### config.mk
export PLATFORM = sky130hd
export DESIGN_NAME = csra_queue
export DESIGN_NICKNAME = d
export VERILOG_FILES = /design/src/rtl/calibrated_spectrum_rebin_accumulate_defines.svh /design/src/rtl/csra_pkg.sv /design/src/rtl/csra_queue.sv
export SDC_FILE = /design/constraint.sdc
export NUM_CORES = 1
export LEC_CHECK = 0
export BUFFER_PORTS_ARGS = -buffer_cell sky130_fd_sc_hd__buf_2
export CORE_ASPECT_RATIO = 0.5
export CORE_MARGIN = 5
export CORE_UTILIZATION = 57
export CTS_CLUSTER_DIAMETER = 30
export DETAILED_ROUTE_END_ITERATION = 10
export PLACE_DENSITY = 0.79
export REMOVE_ABC_BUFFERS = 1
export SYNTH_ARGS = -nofsm -noshare
export SYNTH_HDL_FRONTEND = slang
export SYNTH_SLANG_ARGS = --single-unit
### constraint.sdc
create_clock -name clk -period 4.4 [get_ports clk]
set_clock_uncertainty 0.15 [all_clocks]
set_input_delay 0.88 -clock clk [delete_from_list [all_inputs] [get_ports clk]]
set_output_delay 0.88 -clock clk [all_outputs]
set_load 0.01 [all_outputs]
### src/rtl/calibrated_spectrum_rebin_accumulate_defines.svh
// ----------------------------------------------------------------------------
// Assertion macros for the calibrated spectrum rebinning accumulator
// Shared property wrappers; every user has clk and rst in scope.
// ----------------------------------------------------------------------------
`ifndef CALIBRATED_SPECTRUM_REBIN_ACCUMULATE_DEFINES_SVH
`define CALIBRATED_SPECTRUM_REBIN_ACCUMULATE_DEFINES_SVH

// Consequent must hold in the same cycle as the antecedent.
`define CSRA_ASSERT_NOW(label, ante, cons, msg) \
  label: assert property (@(posedge clk) disable iff (rst) (ante) |-> (cons)) \
    else $error(msg);

// Consequent must hold in the cycle after the antecedent.
`define CSRA_ASSERT_NEXT(label, ante, cons, msg) \
  label: assert property (@(posedge clk) disable iff (rst) (ante) |=> (cons)) \
    else $error(msg);

`endif

### src/rtl/csra_pkg.sv
// ----------------------------------------------------------------------------
// csra_pkg
// Types and constants shared by the rebinning accumulator modules.
// ----------------------------------------------------------------------------
`default_nettype none

package csra_pkg;

  localparam int BIN_W       = 16;  // bin index of a command, up to 65536 bins
  localparam int BIN_SW      = 18;  // signed bin number from an energy
  localparam int CFG_IDX_W   = 3;
  localparam int QUEUE_DEPTH = 4;
  localparam int QPTR_W      = 2;

  localparam logic OP_ADD  = 1'b0;
  localparam logic OP_READ = 1'b1;

  localparam logic [CFG_IDX_W-1:0] REG_SHIFT_OFFSET = 3'd0;
  localparam logic [CFG_IDX_W-1:0] REG_SHIFT_GAIN   = 3'd1;
  localparam logic [CFG_IDX_W-1:0] REG_CAL_C0       = 3'd2;
  localparam logic [CFG_IDX_W-1:0] REG_CAL_C1       = 3'd3;
  localparam logic [CFG_IDX_W-1:0] REG_CAL_C2       = 3'd4;
  localparam logic [CFG_IDX_W-1:0] REG_CAL_C3       = 3'd5;

  localparam logic [63:0] Q_ONE     = 64'h0001_0000_0000_0000;
  localparam logic [63:0] Q_HALF    = 64'h0000_8000_0000_0000;
  localparam logic [63:0] Q_QUARTER = 64'h0000_4000_0000_0000;
  localparam logic [63:0] HALF_MASK = 64'h0000_7FFF_FFFF_FFFF;
  localparam logic [63:0] S64_MAX   = 64'h7FFF_FFFF_FFFF_FFFF;
  localparam logic [63:0] S64_MIN   = 64'h8000_0000_0000_0000;
  localparam logic [63:0] U64_MAX   = 64'hFFFF_FFFF_FFFF_FFFF;

  // One unit of work for the bin store: a saturating add or a read.
  typedef struct packed {
    logic             is_read;
    logic [BIN_W-1:0] bin;
    logic [63:0]      amount;
  } bin_cmd_t;

endpackage

`default_nettype wire

### src/rtl/csra_queue.sv
// ----------------------------------------------------------------------------
// csra_queue
// Short command queue between the arithmetic front end and the bin store.
// ----------------------------------------------------------------------------
`default_nettype none

module csra_queue (
  input  wire logic               clk,
  input  wire logic               rst,
  input  wire logic               push_valid,
  output logic                    push_ready,
  input  wire csra_pkg::bin_cmd_t push_cmd,
  output logic                    pop_valid,
  input  wire logic               pop_ready,
  output csra_pkg::bin_cmd_t      pop_cmd
);
  import csra_pkg::*;

  bin_cmd_t            entries [QUEUE_DEPTH];
  logic [QPTR_W-1:0]   wr_ptr;
  logic [QPTR_W-1:0]   rd_ptr;
  logic [QPTR_W:0]     count;
  logic                do_push;
  logic                do_pop;

  assign push_ready = (count != (QPTR_W+1)'(QUEUE_DEPTH));
  assign pop_valid  = (count != '0);
  assign pop_cmd    = entries[rd_ptr];
  assign do_push    = push_valid && push_ready;
  assign do_pop     = pop_valid && pop_ready;

  always_ff @(posedge clk) begin
    if (do_push) begin
      entries[wr_ptr] <= push_cmd;
    end
  end

  always_ff @(posedge clk) begin
    if (rst) begin
      wr_ptr <= '0;
      rd_ptr <= '0;
      count  <= '0;
    end else begin
      if (do_push) begin
        wr_ptr <= wr_ptr + 1'b1;
      end
      if (do_pop) begin
        rd_ptr <= rd_ptr + 1'b1;
      end
      if (do_push && !do_pop) begin
        count <= count + 1'b1;
      end else if (do_pop && !do_push) begin
        count <= count - 1'b1;
      end
    end
  end

endmodule

`default_nettype wire

==> results.json, run 1 <==
{
  "postCtsHoldBufs": 0,
  "fin_nets": 755,
  "grt.busiest_layer": "met2",
  "wire_per_inst_um": 22.90,
  "ys_warn_count": 0,
  "finalSetupTns_ps": 0,
  "leakagePower_uw": 0.004903,
  "yosys-top-cells-count": "edfxtp_1 (324), mux4_2 (81), dfxtp_1 (9)",
  "maxCapViolCount": 0,
  "dieHeight_um": 113.6,
  "grt_pass1_vias": 5864,
  "max_freq_ghz": 0.3051,
  "grt_overflow_total": 0,
  "gr-usage-met2_pct": 31.22,
  "cts_buffer_depth": 3,
  "critPathCaptureType": "primary output",
  "num_vias": 5428,
  "async_flop_share_pct": 0,
  "coreArea_um2": 20830,
  "drc_errors": 0,
  "vias_per_cell": 5.631,
  "slowest_stage": "mux4_2",
  "grt_pass1_wl_um": 34200,
  "path_cells": "buf_12 -> mux4_2 -> buf_2",
  "routabilityCongestion": 0.7341,
  "synthesis.area_um2": 12230,
  "path_max_fanout": 58,
  "start_util_pct": 58.73,
  "use_met3_pct": 5.171,
  "drive_above_1_share_pct": 46.45,
  "min_path_type": "flop to flop",
  "fin_area_um2": 14530,
  "r2r_start": "count[0]$_SDFFE_PP0P_",
  "hold_start": "wr_ptr[1]$_SDFFE_PP0P_",
  "relSlewSlack_pct": 49.74,
  "postSynthCellCount": 471,
  "die_x_um": 217.2,
  "yosys.area.top_type": "edfxtp_1",
  "finalPower_uw": 8813,
  "ios": 168,
  "setup_violations": 0,
  "worstMarginPinSlew_ps": 753.9,
  "syn_to_final_growth_pct": 18.74,
  "powerDensity_nw_per_um2": 606.7,
  "clock-sinks": 333,
  "grt_max_degree": 59,
  "drt_wl_total_um": 22080,
  "outcome": "finished clean",
  "placedInstanceArea_um2": 13340,
  "grtUsageMet1_pct": 24.27,
  "synth_seq_area_share_pct": 81.00,
  "cp_top_family": "buffers and inverters",
  "postRouteAntennaNets": 0,
  "portBuffers": 167,
  "critical_path_required_ps": 3370,
  "finalCriticalPeriod_ps": 3277,
  "clk_latency_ps": 500,
  "finalHoldViolations": 0,
  "cts.repair.resized": 0,
  "synthTopCellsByArea": "edfxtp_1 (80%), mux4_2 (15%), dfxtp_1 (1.5%), buf_12 (1.3%), ha_1 (0.51%)",
  "cts_tree": "yes",
  "die_area_um2": 24670,
  "antenna_found_initial": 4,
  "diodes": 0,
  "cp_data_arrival_time_ps": 2250,
  "crit_type": "flop to primary output",
  "cts_buffers": 36,
  "h-tree-depth": 2,
  "first_pass_iters": 4,
  "synth.most_common_cell": "edfxtp_1",
  "period_share_pct": 74.49,
  "critPathLaunchType": "flop",
  "ir_drop_mv": 0.3575,
  "root_buffer": "clkbuf_16",
  "synth_ff_type": "edfxtp_1",
  "synth_top_cell_area_share_pct": 79.53,
  "final_max_slew_viol_count": 0,
  "initialDrtViolationCount": 358,
  "clk_pin_slew_worst_paths_ps": 60,
  "synth-edff-count": 324,
  "critPathBufInv": 2,
  "synth.avg_cell_area_um2": 25.98,
  "postCtsSetupBuffers": 0,
  "fin_ws_ps": 1123,
  "rsz0062_at_grt": "no",
  "ys_ff_latch": 333,
  "slowest_delay_ps": 580,
  "num_rows": 37,
  "yosys.cell_types.count": 23,
  "grt.total_usage_pct": 18.29,
  "pre_cts_ws_ps": 1549
}
==> layer usage <==
layer | wire, um | share of wire, %
met1 | 8687 | 39
met2 | 11690 | 53
met3 | 1378 | 6.2
met4 | 285 | 1.3
met5 | 40 | 0.18
==> state kept, by name, indices dropped and copies added, names as in the netlist, named ones only <==
register / count
entries: 324
count: 3
rd_ptr: 2
wr_ptr: 2
==> power breakdown <==
part | leakage, uW | internal (uW) | switching [uW] | total, uW
sequential | 0.00304 | 3850 | 148 | 4000
combinational | 0.00128 | 913 | 942 | 1860
clock | 0.000580 | 1750 | 1210 | 2960
==> through the flow <==
step           hold slack, ps  cells  util [%]
2_1_floorplan           330.7    452         -
3_3_place_gp            349.5    899     64.02
3_5_place_dp            362.1    899     64.02
4_1_cts                 374.4    964     69.73
5_1_grt                 397.0    964     69.73
6_report                368.3    964     69.73
==> logic make-up (layout without fill, tap and decap cells) <==
group                    count (synthesis)  count (layout)  share of synthesized area, %
adder cells (fa/ha/maj)                  6               6                        0.6750
AND/OR/NAND/NOR                         17              17                        0.6851
XOR/XNOR                                 4               4                        0.2863
flip-flops                             333             333                         81.00
AO/OA/AOI/OAI                            5               5                        0.3068
multiplexers                            84              84                         15.17
buffers and inverters                   22             242                         1.882
==> cell usage in the layout, fill, tap and decap left out, drive strengths merged, types with 2 or more instances in the layout <==
master    synthesis  final
clkinvlp          0      2
and2              4      4
nand2b            2      2
buf              17    174
mux2i             2      2
xor2              4      4
or3               2      2
clkbuf            2     41
mux4             81     81
edfxtp          324    324
bufinv            0      3
dfxtp             9      9
clkinv            0     12
ha                5      5
inv               3     10
nor2              8      8
==> area by class of cell <==
cell class,instances,area (um2)
Multi-Input combinational cell,116,2105
Clock inverter,24,247.7
Sequential cell,333,9917
Inverter,3,11.26
Clock buffer,41,940.9
Tap cell,273,341.6
Fill cell,1256,6306
Timing Repair Buffer,174,963.4
==> path summary, 6_finish.rpt <==
path	cells after the start	end	slack, ps
worst max-delay path	3	pop_cmd[77]	1120
worst min-delay path	2	wr_ptr[1]$_SDFFE_PP0P_	370
worst max register to register	4	entries[0][10]$_DFFE_PP_	1990
worst min register to register	2	wr_ptr[1]$_SDFFE_PP0P_	370
==> tightest hold or removal path: stages, from the launching register on <==
cell      delay [ps]
dfxtp_1          340
nand2b_1          80
mux2i_1           50
No activity file was read; power rests on OpenSTA's default activity.
==> inputs of run 2 (changes only) <==
--- a/config.mk
+++ b/config.mk
@@ -5,13 +5,14 @@
 export SDC_FILE = /design/constraint.sdc
 export NUM_CORES = 1
 export LEC_CHECK = 0
+export ABC_AREA = 1
 export BUFFER_PORTS_ARGS = -buffer_cell sky130_fd_sc_hd__buf_2
 export CORE_ASPECT_RATIO = 0.5
 export CORE_MARGIN = 5
-export CORE_UTILIZATION = 57
+export CORE_UTILIZATION = 52
 export CTS_CLUSTER_DIAMETER = 30
 export DETAILED_ROUTE_END_ITERATION = 10
-export PLACE_DENSITY = 0.79
+export PLACE_DENSITY = 0.76
 export REMOVE_ABC_BUFFERS = 1
 export SYNTH_ARGS = -nofsm -noshare
 export SYNTH_HDL_FRONTEND = slang
==> constraint.sdc (replaced) <==
create_clock -name clk -period 2.79 [get_ports clk]
set_clock_uncertainty 0.15 [all_clocks]
set_input_delay 0.558 -clock clk [delete_from_list [all_inputs] [get_ports clk]]
set_output_delay 0.558 -clock clk [all_outputs]
set_load 0.01 [all_outputs]
==> run 2 against run 1 <==
- combinational power is 82% higher
- non-clock buffer count rose by 14
- first-iteration DRC count grew 100%
- cell count is 42% higher
- critical path depth up 2
- largest cell class unchanged
- largest power group unchanged
==> results.json, run 2 <==
{
  "outcome": "finished clean",
  "first_pass_iters": 5,
  "relSlewSlack_pct": 68.08,
  "async_flop_share_pct": 0,
  "powerDensity_nw_per_um2": 967.4,
  "dp_hpwl_um": 15620,
  "ys_warn_count": 0,
  "grt_overflow_total": 0,
  "root_buffer": "clkbuf_16",
  "cts_buffers": 37,
  "grt.total_usage_pct": 19.88,
  "grt_pass1_vias": 7880,
  "path_cells": "buf_12 -> buf_16 -> o21ai_0 -> o22ai_1 -> buf_2",
  "synth_top_cell_area_share_pct": 77.43,
  "finalCriticalPeriod_ps": 2713,
  "slowest_stage": "dfxtp_4",
  "start_util_pct": 52.63,
  "initialDrtViolationCount": 729,
  "ys_ff_latch": 333,
  "maxCapViolCount": 0,
  "finalSetupTns_ps": 0,
  "synth.avg_cell_area_um2": 14.76,
  "worstMarginPinSlew_ps": 478.8,
  "antenna_found_initial": 9,
  "synth_ff_type": "edfxtp_1",
  "seqCellArea_um2": 9915,
  "yosys-top-cells-count": "edfxtp_1 (324), nor2_1 (156), o21ai_0 (143)",
  "min_path_type": "input pin to flop",
  "drc_errors": 0,
  "final_cell_count_no_fill": 1372,
  "layout_common_cells": "edfxtp_1 (324), buf_2 (167), nor2_1 (152)",
  "placedCellCount": 1298,
  "critPathCaptureType": "primary output",
  "clock-sinks": 333,
  "postSynthCellCount": 851,
  "num_vias": 7697,
  "leakagePower_uw": 0.005301,
  "coreArea_um2": 23870,
  "grt_pass1_wl_um": 43000,
  "cts_buffer_depth": 3,
  "slowest_delay_ps": 480,
  "max_freq_ghz": 0.3687,
  "synth_seq_area_share_pct": 78.87,
  "portBuffers": 167,
  "clk_latency_ps": 510,
  "path_max_fanout": 55,
  "fin_nets": 1117,
  "finalPower_uw": 14590,
  "synth.most_common_cell": "edfxtp_1",
  "grt_max_degree": 82,
  "ios": 168,
  "syn_to_final_growth_pct": 20.03,
  "critPathLaunchType": "flop",
  "drive_above_1_share_pct": 26.14,
  "synthesis.area_um2": 12560,
  "postRouteAntennaNets": 0,
  "largest_reg_flops": 324,
  "clk_pin_slew_worst_paths_ps": 60,
  "ir_drop_mv": 0.5487,
  "vias_per_cell": 5.610,
  "multi_input_area_um2": 2253,
  "synthTopCellsByArea": "edfxtp_1 (77%), o21ai_0 (5.7%), nor2_1 (4.7%), o22ai_1 (4.0%), dfxtp_1 (1.4%)",
  "num_rows": 40,
  "period_share_pct": 97.22,
  "final_common_cell": "edfxtp_1",
  "synth-edff-count": 324,
  "crit_type": "flop to primary output",
  "fill_cells": 1708,
  "setup_violations": 0,
  "dieHeight_um": 119.9,
  "final_max_slew_viol_count": 0,
  "yosys.area.top_type": "edfxtp_1",
  "wire_per_inst_um": 20.36,
  "yosys.cell_types.count": 23,
  "cts_tree": "yes",
  "rsz0062_at_grt": "no",
  "h-tree-depth": 2,
  "top_register": "entries",
  "largestRegisters": "entries (324), count (3)",
  "drt_wl_total_um": 27930,
  "finalHoldViolations": 0,
  "critical_path_required_ps": 2080,
  "routabilityCongestion": 0.7808,
  "cp_data_arrival_time_ps": 2000,
  "die_x_um": 229.8,
  "die_area_um2": 27560
}
## run 2: cell count changes in the layout (fill, tap and decap cells not counted), moves of 4 or more
cell / previous run / this run
o21ai_1: 0 / 20
diode_2: 0 / 5
o21ai_0: 1 / 143
mux4_2: 81 / 0
buf_4: 1 / 10
o22ai_1: 0 / 81
nand3_1: 0 / 4
nand2_1: 1 / 15
and2_4: 4 / 0
nor2_1: 8 / 152
clkbuf_1: 4 / 0
nor2_2: 0 / 20
nor2_4: 0 / 4
inv_1: 3 / 14
## run 2: final timing paths
kind              slack (ps)              startpoint                       end  depth (start not counted)
setup / recovery          80                    flop               pop_cmd[78]                          5
hold / removal           110            push_cmd[29]  entries[3][29]$_DFFE_PP_                          1
setup reg to reg         440   count[0]$_SDFFE_PP0P_     count[2]$_SDFFE_PP0P_                         13
hold reg to reg          350  rd_ptr[1]$_SDFFE_PP0P_                      flop                          2
## run 2: where the power goes
| part | switching, uW | internal, uW | leakage (uW) |
|---|---|---|---|
| clock network | 1940 | 3030 | 0.000612 |
| registers | 164 | 6080 | 0.00304 |
| logic | 2240 | 1140 | 0.00164 |
## run 2: worst max-delay path: cells and delay by family (launching register included)
kind / cells / cell delay, ps
flip-flops: 1 / 480
buffers and inverters: 3 / 580
AO/OA/AOI/OAI: 2 / 390
## run 2: kinds of logic after synthesis
logic type | Yosys count | share of synthesized area [%]
adder cells (fa/ha/maj) | 6 | 0.6572
AND/OR/NAND/NOR | 196 | 6.323
AO/OA/AOI/OAI | 247 | 10.65
flip-flops | 333 | 78.87
XOR/XNOR | 1 | 0.06972
buffers and inverters | 68 | 3.436
## run 2: final cells by class
class / instances / area share, %
flip-flops and latches: 333 / 65.74
multi-input cells: 450 / 14.94
repair buffers: 188 / 7.600
clock buffers: 37 / 6.140
well taps: 315 / 2.613
clock inverters: 28 / 2.257
inverters: 16 / 0.6223
diodes: 5 / 0.08297
## run 2: what timing repair did
action | in CTS | in global routing
setup buffers | 1 | 2
pin swaps | 0 | 0
resized for setup | 3 | 3
endpoints found under the setup margin | 15 | 14
hold buffers | 0 | 0
gates cloned | 1 | 0
## run 2: metrics by stage
stage	hold slack, ps	util, %	cell area [um2]	setup WS (ps)
2_1_floorplan	309.4	-	12210	-1989
3_3_place_gp	334.6	57.43	13710	504.8
3_5_place_dp	345.1	57.43	13710	390.5
4_1_cts	92.91	62.97	15030	22.62
5_1_grt	85.67	63.17	15080	8.884
6_report	112.8	63.17	15080	77.49
## run 2: per-layer routing
layer	up-vias	routed length [um]	share of wire, %	global-route usage [%]
met2	240	14430	52	34.53
met3	64	1482	5.3	4.421
li1	3557	-	-	-
met1	3828	11140	40	24.96
met5	-	53	0.19	0
met4	8	825	3.0	7.087
